<file path="config.mk">
export PLATFORM = sky130hd
export DESIGN_NAME = ubx_frame_receiver
export DESIGN_NICKNAME = d
export VERILOG_FILES = /design/src/rtl/ubxr_pkg.sv /design/src/rtl/ubxr_parser.sv /design/src/rtl/ubxr_out_buf.sv /design/src/rtl/ubx_frame_receiver.sv
export SDC_FILE = /design/constraint.sdc
export NUM_CORES = 1
export LEC_CHECK = 0
export BUFFER_PORTS_ARGS = -buffer_cell sky130_fd_sc_hd__buf_4
export CAP_MARGIN = 0
export CORE_ASPECT_RATIO = 0.6
export CORE_MARGIN = 4
export CORE_UTILIZATION = 50
export DETAILED_ROUTE_END_ITERATION = 6
export GPL_TIMING_DRIVEN = 0
export PLACE_DENSITY = 0.77
export SLEW_MARGIN = 20
export SYNTH_ARGS = -nofsm -noshare
export SYNTH_HDL_FRONTEND = slang
export SYNTH_SLANG_ARGS = --single-unit
</file>
<file path="constraint.sdc">
create_clock -name clock -period 6.8 [get_ports clock]
set_input_delay 0.68 -clock clock [delete_from_list [all_inputs] [get_ports clock]]
set_output_delay 0.68 -clock clock [all_outputs]
set_load 0.02 [all_outputs]
</file>
<file path="src/rtl/ubxr_pkg.sv">
`timescale 1ns / 1ps

package ubxr_pkg;

   // Buffer size default and framing constants
   localparam int BUF_SIZE_DEF = 512;
   localparam int HEADER_LEN   = 4;
   localparam int LIMIT_MARGIN = 10;

   localparam int BYTE_W  = 8;
   localparam int INDEX_W = 9;
   localparam int LEN_W   = 16;
   localparam int KIND_W  = 2;

   // Configuration register indexes
   localparam logic [1:0] CSR_SYNC_FIRST  = 2'd0;
   localparam logic [1:0] CSR_SYNC_SECOND = 2'd1;

   typedef enum logic [3:0] {
      PH_HUNT    = 4'd0,
      PH_SYNC2   = 4'd1,
      PH_CLASS   = 4'd2,
      PH_ID      = 4'd3,
      PH_LEN1    = 4'd4,
      PH_LEN2    = 4'd5,
      PH_PAYLOAD = 4'd6,
      PH_CHK1    = 4'd7,
      PH_CHK2    = 4'd8,
      PH_DROP    = 4'd9
   } phase_type;

   typedef enum logic [KIND_W-1:0] {
      EV_BODY     = 2'd0,
      EV_GOOD     = 2'd1,
      EV_BAD      = 2'd2,
      EV_OVERFLOW = 2'd3
   } event_type;

   // One result as it leaves the parser
   typedef struct packed {
      logic               valid;
      event_type          kind;
      logic [BYTE_W-1:0]  body;
      logic [INDEX_W-1:0] index;
   } result_type;

endpackage

</file>
<file path="src/rtl/ubxr_parser.sv">
`timescale 1ns / 1ps

module ubxr_parser #(
   parameter int BUF_SIZE = ubxr_pkg::BUF_SIZE_DEF
) (
   input  logic                        clock,
   input  logic                        reset,
   input  logic                        csr_we,
   input  logic [1:0]                  csr_index,
   input  logic [ubxr_pkg::BYTE_W-1:0] csr_data,
   input  logic                        byte_valid,
   input  logic [ubxr_pkg::BYTE_W-1:0] rx_byte,
   output ubxr_pkg::result_type        result
);
   import ubxr_pkg::*;

   localparam int CW = $clog2(BUF_SIZE);
   localparam logic [CW-1:0] BODY_LIMIT = CW'(BUF_SIZE - LIMIT_MARGIN);
   localparam int SW = LEN_W + 1;

   phase_type          phase_ff, phase_in;
   logic [CW-1:0]      count_ff, count_in;
   logic [LEN_W-1:0]   len_ff, len_in;
   logic [BYTE_W-1:0]  sum_a_ff, sum_a_in;
   logic [BYTE_W-1:0]  sum_b_ff, sum_b_in;
   logic [BYTE_W-1:0]  chk_a_ff, chk_a_in;
   logic [BYTE_W-1:0]  sync1_ff, sync2_ff;

   logic [CW-1:0]      count_inc;
   logic [BYTE_W-1:0]  sum_a_next;
   logic [LEN_W-1:0]   len_full;
   logic [INDEX_W-1:0] count_index;

   // Configuration registers
   always_ff @(posedge clock) begin
      if (reset) begin
         sync1_ff <= 8'd181;
         sync2_ff <= 8'd98;
      end else if (csr_we) begin
         if (csr_index == CSR_SYNC_FIRST) begin
            sync1_ff <= csr_data;
         end
         if (csr_index == CSR_SYNC_SECOND) begin
            sync2_ff <= csr_data;
         end
      end
   end

   // Frame state
   always_ff @(posedge clock) begin
      if (reset) begin
         phase_ff <= PH_HUNT;
         count_ff <= '0;
         len_ff   <= '0;
         sum_a_ff <= '0;
         sum_b_ff <= '0;
         chk_a_ff <= '0;
      end else begin
         phase_ff <= phase_in;
         count_ff <= count_in;
         len_ff   <= len_in;
         sum_a_ff <= sum_a_in;
         sum_b_ff <= sum_b_in;
         chk_a_ff <= chk_a_in;
      end
   end

   assign count_inc   = count_ff + CW'(1);
   assign sum_a_next  = sum_a_ff + rx_byte;
   assign len_full    = {rx_byte, len_ff[7:0]};
   assign count_index = INDEX_W'(SW'(count_ff));

   // Advance the phase on each accepted byte and build its result where the phase gives one
   always_comb begin
      phase_in = phase_ff;
      count_in = count_ff;
      len_in   = len_ff;
      sum_a_in = sum_a_ff;
      sum_b_in = sum_b_ff;
      chk_a_in = chk_a_ff;
      result   = '{valid: 1'b0, kind: EV_BODY, body: '0, index: '0};
      if (byte_valid) begin
         unique case (phase_ff)
            PH_HUNT: begin
               if (rx_byte == sync1_ff) begin
                  phase_in = PH_SYNC2;
               end
            end
            PH_SYNC2: begin
               if (rx_byte == sync2_ff) begin
                  phase_in = PH_CLASS;
                  count_in = '0;
                  sum_a_in = '0;
                  sum_b_in = '0;
                  len_in   = '0;
               end else begin
                  phase_in = PH_HUNT;
               end
            end
            PH_CLASS, PH_ID, PH_LEN1, PH_LEN2, PH_PAYLOAD: begin
               count_in = count_inc;
               sum_a_in = sum_a_next;
               sum_b_in = sum_b_ff + sum_a_next;
               result   = '{valid: 1'b1, kind: EV_BODY, body: rx_byte,
                            index: count_index};
               if (phase_ff == PH_CLASS) begin
                  phase_in = PH_ID;
               end else if (phase_ff == PH_ID) begin
                  phase_in = PH_LEN1;
               end else if (phase_ff == PH_LEN1) begin
                  len_in   = {8'd0, rx_byte};
                  phase_in = PH_LEN2;
               end else if (phase_ff == PH_LEN2) begin
                  len_in   = len_full;
                  phase_in = (len_full == '0) ? PH_CHK1 : PH_PAYLOAD;
               end else if (SW'(count_inc) >= SW'(len_ff) + SW'(HEADER_LEN)) begin
                  phase_in = PH_CHK1;
               end else if (count_inc >= BODY_LIMIT) begin
                  phase_in = PH_DROP;
               end
            end
            PH_CHK1: begin
               chk_a_in = rx_byte;
               phase_in = PH_CHK2;
            end
            PH_CHK2: begin
               phase_in = PH_HUNT;
               result   = '{valid: 1'b1,
                            kind: ((sum_a_ff == chk_a_ff) && (sum_b_ff == rx_byte))
                                  ? EV_GOOD : EV_BAD,
                            body: '0, index: count_index};
            end
            PH_DROP: begin
               phase_in = PH_HUNT;
               result   = '{valid: 1'b1, kind: EV_OVERFLOW, body: '0,
                            index: count_index};
            end
            default: begin
               phase_in = PH_HUNT;
            end
         endcase
      end
   end

endmodule

</file>
<file path="src/rtl/ubxr_out_buf.sv">
`timescale 1ns / 1ps

module ubxr_out_buf (
   input  logic                 clock,
   input  logic                 reset,
   input  ubxr_pkg::result_type push,
   output logic                 full,
   output ubxr_pkg::result_type head,
   output logic                 head_valid,
   input  logic                 pop
);
   import ubxr_pkg::*;

   result_type  slot0_ff, slot0_in;
   result_type  slot1_ff, slot1_in;
   logic [1:0]  fill_ff, fill_in;
   logic        do_pop;

   assign full       = (fill_ff == 2'd2);
   assign head_valid = (fill_ff != 2'd0);
   assign head       = slot0_ff;
   assign do_pop     = pop && head_valid;

   always_ff @(posedge clock) begin
      if (reset) begin
         fill_ff <= '0;
      end else begin
         fill_ff <= fill_in;
      end
   end

   always_ff @(posedge clock) begin
      slot0_ff <= slot0_in;
      slot1_ff <= slot1_in;
   end

   // Shift out the head and append new results behind it
   always_comb begin
      slot0_in = slot0_ff;
      slot1_in = slot1_ff;
      fill_in  = fill_ff + {1'b0, push.valid} - {1'b0, do_pop};
      if (do_pop) begin
         if (fill_ff == 2'd2) begin
            slot0_in = slot1_ff;
         end else begin
            slot0_in = push;
         end
      end else if (push.valid) begin
         if (fill_ff == 2'd0) begin
            slot0_in = push;
         end else begin
            slot1_in = push;
         end
      end
   end

endmodule

</file>
<file path="src/rtl/ubx_frame_receiver.sv">
`timescale 1ns / 1ps
// Channel   Direction  Handshake                Payload
// req_      in         req_tvalid/req_tready    tdata[7:0] rx_byte
// rsp_      out        rsp_tvalid/rsp_tready    tuser event_kind, tdata body_byte/byte_index
// csr_      in         csr_valid/csr_ready      csr_index, csr_data
//
// One byte is taken per cycle unless stalled; its result is buffered by the next cycle.
// The frame state and Fletcher sums update in the cycle of acceptance.
// Reset is synchronous: phase hunts for the first sync byte, sync values return
// to 0xB5 and 0x62. A two-entry output buffer absorbs a stalled rsp_ side; req_tready
// drops only while both entries are held. csr_ready is always high.

module ubx_frame_receiver #(
   parameter int BUF_SIZE = ubxr_pkg::BUF_SIZE_DEF
) (
   input  logic        clock,
   input  logic        reset,
   input  logic        req_tvalid,
   output logic        req_tready,
   input  logic [7:0]  req_tdata,   // [7:0] rx_byte
   output logic        rsp_tvalid,
   input  logic        rsp_tready,
   output logic [23:0] rsp_tdata,   // [7:0] body_byte, [16:8] byte_index, zero above
   output logic [1:0]  rsp_tuser,   // [1:0] event_kind
   input  logic        csr_valid,
   output logic        csr_ready,
   input  logic [1:0]  csr_index,
   input  logic [7:0]  csr_data
);
   import ubxr_pkg::*;

   result_type result;
   result_type head;
   logic       buf_full;
   logic       accept;

   assign csr_ready  = 1'b1;
   assign req_tready = !buf_full;
   assign accept     = req_tvalid && req_tready;

   ubxr_parser #(
      .BUF_SIZE(BUF_SIZE)
   ) u_parser (
      .clock      (clock),
      .reset      (reset),
      .csr_we     (csr_valid && csr_ready),
      .csr_index  (csr_index),
      .csr_data   (csr_data),
      .byte_valid (accept),
      .rx_byte    (req_tdata),
      .result     (result)
   );

   ubxr_out_buf u_out_buf (
      .clock      (clock),
      .reset      (reset),
      .push       (result),
      .full       (buf_full),
      .head       (head),
      .head_valid (rsp_tvalid),
      .pop        (rsp_tready)
   );

   // Drive the result channel from the buffer head
   assign rsp_tuser = head.kind;
   assign rsp_tdata = {7'd0, head.index, head.body};

`ifndef NO_ASSERTIONS
   a_full_has_output: assert property (@(posedge clock) disable iff (reset)
      !req_tready |-> rsp_tvalid)
      else $error("input stalled with no result pending");

   a_result_shows: assert property (@(posedge clock) disable iff (reset)
      result.valid |=> rsp_tvalid)
      else $error("produced result not presented");

   a_end_zero_body: assert property (@(posedge clock) disable iff (reset)
      (rsp_tvalid && rsp_tuser != EV_BODY) |-> (rsp_tdata[7:0] == 8'd0))
      else $error("end event carries a body byte");

   a_no_result_idle: assert property (@(posedge clock) disable iff (reset)
      !accept |-> !result.valid)
      else $error("result without an accepted request");
`endif

endmodule

</file>
# Word level (Yosys, flattened, before mapping)
# Cells that the tools add are included.
# word_totals
out_inout_bits,29
register_bits,109
wordCells,98
# op_classes
bitwise,2
n_reduce_logical,22
n_lt_le_gt_ge,2
mux,28
eq_ne,22
n_addsub,6
# ops
op,n
two-way mux 16 bit,5
two-way mux 19 bit,4
case mux 20 bit (3 select lines),1
equality test 8 bit,4
case mux 16 bit (2 select lines),1
case mux 8 bit (2 select lines),2
two-way mux 4 bit,7
two-way mux 20 bit,1
case mux 9 bit (2 select lines),1
adder 16 x 3 -> 17 bit (second input constant),1
>= comparator 9 x 17 -> 1 bit,1
adder 8 bit,2
equality test 4 x 3 -> 1 bit (second input constant),4
zero test 16 bit,1
case mux 4 bit (4 select lines),1
AND reduction 6 bit,2
adder 9 x 1 -> 9 bit (second input constant),1
>= comparator 9 bit (second input constant),1
two-way mux 9 bit,1
AND reduction 3 bit,3
equality test 4 x 2 -> 1 bit (second input constant),2
equality test 4 bit (second input constant),2
two-way mux 8 bit,1
AND reduction 2 bit,4
other kinds (18),29

# Depth between registers and ports, before layout
# depth
ltp_word,9
mapped_depth,14
mapped_depth_nobuf,14

# Modules after synthesis
# From an unflattened synthesis, not the netlist that was laid out.
# hier_totals
cells_unflattened,613
area_unflattened_um2,6043.3
# modules_own_cells
module,instances,cells_per_inst,seq_area_each_um2,area_per_inst_um2
ubxr_parser,1,524,1381.3,4351.7
ubxr_out_buf,1,77,1211.2,1614.0
ubx_frame_receiver,1,12,0.0,77.6

# Least setup slack after synthesis
# No wires, ideal clock.
# synth_timing
path_type,input -> register
startpoint,in req_tdata[0]
endpoint,reg u_parser.sum_b_ff[7]
cell_stages,12
setup_time_ns,0.062
path_buffers,0
setup_slack_ns,3.578
t_arrival_ns,3.160
path_cell_list,ha_1 fa_1 a21o_1 a21oi_1 xnor2_1 ha_1 nand2_1 o21ai_0 o41ai_1 nand4b_1 mux2_2 nand3_1
# synth_via
elab_chain_cells,3
# synth_rtl
element,line,text
start: declaration,ubx_frame_receiver.sv:20,"input logic [7:0] req_tdata,"
adder 8 bit or equality test 8 bit (tied branches),"ubxr_parser.sv:69, ubxr_parser.sv:90",
adder 8 bit or != test 2 x 1 -> 1 bit (tied branches),--,
case mux 8 bit (2 select lines) or AND reduction 3 bit (tied branches),--,
end signal: assignment,ubxr_parser.sv:63,sum_b_ff <= sum_b_in;
end: declaration,ubxr_parser.sv:25,"logic [BYTE_W-1:0] sum_b_ff, sum_b_in;"
# Several ways; a longest one is shown, not always the timed one.
# A chain may end at the register's enable or synchronous reset.

# Worst setup path after layout
# Same ends and word-level chain as after synthesis.

==> impl_metrics.tcl <==
set metrics [dict create \
    numCtsBuffers 9 \
    synthTopCellsByArea "dfxtp_1 (24%), edfxtp_1 (19%), xnor2_1 (6.2%)" \
    post-dp-hpwl_um 11120 \
    clock_latency_ns 0.36 \
    post_drt_wl_per_cell_um 17.53 \
    synth_cells 624 \
    r2r_cells 12 \
    finalSetupViolCount 0 \
    slew_headroom 0.3879 \
    timing.final.crit_share 0.5239 \
    seq_power_share 0.500 \
    vias 4796 \
    ys_types 60 \
    nets 737 \
    drt_iter0_drc 366 \
    path_class "primary input to register" \
    switching_share 0.2755 \
    globalRouteOverflowTotal 0 \
    slew_viol_final 0 \
    layout_min_cycle_time_ns 3.563 \
    drive_gt1_frac 0.1335 \
    wl_met1_um 6837 \
    synth-seq-area-share 0.4299 \
    fmax_mhz 280.7 \
    gp_congestion 0.9712 \
    wl_met2_um 6694 \
    yosys_warnings 0 \
    post_cts_buffers 0 \
    pwr-share-comb 0.146 \
    die_h_um 92.58 \
    drtAntennaViolNets 0 \
    h-tree-depth 3 \
    worstMarginPinSlew_ns 0.9063 \
    synth-adder-area-share 0.06549 \
    place_area_sq_um 6511 \
    synthMuxAreaShare 0.03380 \
    io_buffers 42 \
    drc 0 \
    antenna_found_initial 0 \
    antennaDiodeCount 0 \
    core-area_sq_um 11490 \
    hold_class "register to register" \
    postCtsHoldBufs 0 \
    powerDensity_nw_per_um2 212.6 \
    synthSimpleGateAreaFrac 0.1818 \
    via_per_inst 5.649 \
    cts_tree "done" \
    clkTransAtPathRegs_ns 0.07 \
    leakage_uw 0.002869 \
    cts_resized 0 \
    synth-compound-area-share 0.1488 \
    end_kind "register" \
    numClockSinks 109 \
    rsz0062_at_grt "false" \
    tns_ns 0 \
    post_synth_xor_area_fraction 0.08669 \
    synth_edf_count 38 \
    first_pass_iters 5 \
    avgSynthCellArea_sq_um 9.552 \
    synth_largest_area_cell "dfxtp_1" \
    final-hold-violation-count 0 \
    ios 52 \
    holdWs_ns 0.4834 \
    synth_top_area_frac 0.2385 \
    first_global_vias 4770 \
    std_cell_rows 30 \
    fin_area_sq_um 6794 \
    syn_area_sq_um 5961 \
    critPathLaunchType "primary input" \
    dieArea_sq_um 13790 \
    routed.top_layer "met4" \
    grt_usage 0.2203 \
    ir_worst_vdd_v 0.0001260 \
    start_util 0.5190 \
    p_sw_uw 397.9 \
    synth_top_family_by_area "simple AND/OR/NAND/NOR gates" \
    grt_max_degree 20 \
    route.met3.wl_um 1070 \
    required_ns 7.09 \
    clk_path_buf_depth 2 \
    cts_root_buf "clkbuf_16" \
    ys.flop_type "dfxtp_1" \
    routed_wl_um 14880 \
    skew_ns 0.008846 \
    r2r_slack_ns 3.35 \
    grt_pass1_wl_um 24010 \
    arrival_ns 3.86 \
    syn_to_final_growth_pct 13.98 \
    dieWidth_um 149.0 \
    power.share.clock 0.354 \
    cap_violations 0 \
    whs_path_depth 2 \
    internal-power_uw 1046 \
    synthArstFlopShare 0 \
    ys_ff_latch 109 \
    outcome "complete, no violations" \
    crit_path_max_fanout 4 \
]
[per-stage QoR]
step,std cells,power [uW],worst slack [ns],util
6_report,849,1444,3.237,0.5915
3_3_place_gp,832,940.4,2.727,0.5658
5_1_grt,849,1494,3.022,0.5915
2_1_floorplan,630,865.6,3.578,-
4_1_cts,849,1450,3.288,0.5915
3_5_place_dp,833,949.3,2.936,0.5669
[power groups by stage]
| stage | clock (uW) | combinational (uW) | sequential [uW] |
|---|---|---|---|
| 6_report | 512 | 211 | 722 |
| 5_1_grt | 540 | 230 | 725 |
| 4_1_cts | 514 | 212 | 723 |
| 3_5_place_dp | 0 | 211 | 738 |
| 3_3_place_gp | 0 | 205 | 735 |
| 2_1_floorplan | 0 | 104 | 762 |
[critical path, cell delays in order]
cell and delay (ns):
buf_4 0.12, ha_1 0.24, fa_1 0.42, a21o_1 0.18
a21oi_1 0.21, xnor2_1 0.19, ha_1 0.32, nand2_1 0.08
o21ai_0 0.12, o41ai_1 0.76, nand4b_1 0.16, mux2_2 0.30
nand3_1 0.07
[layout by cell type, fill, tap and decap left out, types with 4 or more instances in the layout]
master / synthesis / routed
a22oi_1: 20 / 20
nor3_1: 10 / 9
a211o_1: 9 / 9
mux2i_1: 19 / 19
clkbuf_16: 0 / 9
nor2b_1: 9 / 9
ha_1: 28 / 28
buf_2: 11 / 11
and2_1: 18 / 18
dfxtp_1: 71 / 71
nor4_1: 6 / 6
inv_1: 18 / 18
buf_4: 9 / 52
clkbuf_1: 21 / 21
and3_1: 4 / 4
nand2_1: 26 / 26
nor2_1: 70 / 70
edfxtp_1: 38 / 38
nand4_1: 14 / 14
a31oi_1: 7 / 7
nand2b_1: 13 / 13
xor2_1: 17 / 17
conb_1: 2 / 8
a21o_1: 26 / 26
nand3_1: 28 / 28
xnor2_1: 42 / 42
a21oi_1: 29 / 29
o21ai_0: 8 / 8
[metal layers]
layer  GRT usage  up-vias
li1            -     2319
met1      0.3072     2283
met2      0.3452      170
met3     0.04254       24
met4     0.07235        0
met5           0        -
[path summary, 6_finish.rpt]
path,startpoint,end
worst min-delay path,u_parser.len_ff[15]$_SDFFE_PP0P_,u_parser.len_ff[15]$_SDFFE_PP0P_
worst max register to register,u_parser.sum_a_ff[0]$_SDFFE_PP0P_,u_parser.sum_b_ff[7]$_SDFFE_PP0P_
worst min register to register,u_parser.len_ff[15]$_SDFFE_PP0P_,u_parser.len_ff[15]$_SDFFE_PP0P_
worst max-delay path,req_tdata[0],u_parser.sum_b_ff[7]$_SDFFE_PP0P_
[cell type report]
| type | count | area [sq um] |
|---|---|---|
| well taps | 160 | 200.2 |
| multi-input cells | 457 | 3114 |
| fillers | 999 | 4692 |
| clock buffers | 9 | 225.2 |
| flip-flops and latches | 109 | 2562 |
| plain buffers | 46 | 244.0 |
| inverters | 18 | 67.56 |
| repair buffers | 43 | 322.8 |
| clock inverters | 7 | 57.56 |
[registers in the layout, summed over array words and instances (netlist names)]
signal / flops
u_parser.len_ff: 16
u_parser.sum_b_ff: 8
u_parser.sync2_ff: 8
u_out_buf.head: 19
u_out_buf.fill_ff: 2
u_parser.phase_ff: 4
u_out_buf.slot1_ff: 19
u_parser.chk_a_ff: 8
u_parser.count_ff: 9
u_parser.sync1_ff: 8
u_parser.sum_a_ff: 8
[logic make-up after synthesis]
logic type                 Yosys count
DFF                                109
buffers and inverters               64
AOI/OAI and AO/OA                  125
and+or+nand+nor                    215
other                                2
muxes                               20
xor gates and xnor gates            59
adders and majority gates           30
[synthesized netlist by cell type (2+ instances only)]
master	number
and3_1	4
nor4_1	6
o211ai_1	2
o21a_1	3
dfxtp_1	71
ha_1	28
conb_1	2
nand3_1	28
o21bai_1	3
edfxtp_1	38
o211a_1	2
o21ai_0	8
buf_2	11
o31ai_1	2
o41ai_1	2
a31oi_1	7
or2_2	2
mux2i_1	19
fa_1	2
and2_1	18
inv_1	18
xnor2_1	42
a211o_1	9
nand2_1	26
nor3_1	10
a22oi_1	20
nand4_1	14
a21o_1	26
clkbuf_1	21
nand4b_1	2
buf_4	9
a21oi_1	29
buf_6	3
nand2b_1	13
nor2_1	70
nor2b_1	9
nor2_2	2
xor2_1	17
or4_1	2
nand3b_1	3
nor4b_1	2
Note: power is estimated with default switching activity, not from simulation.
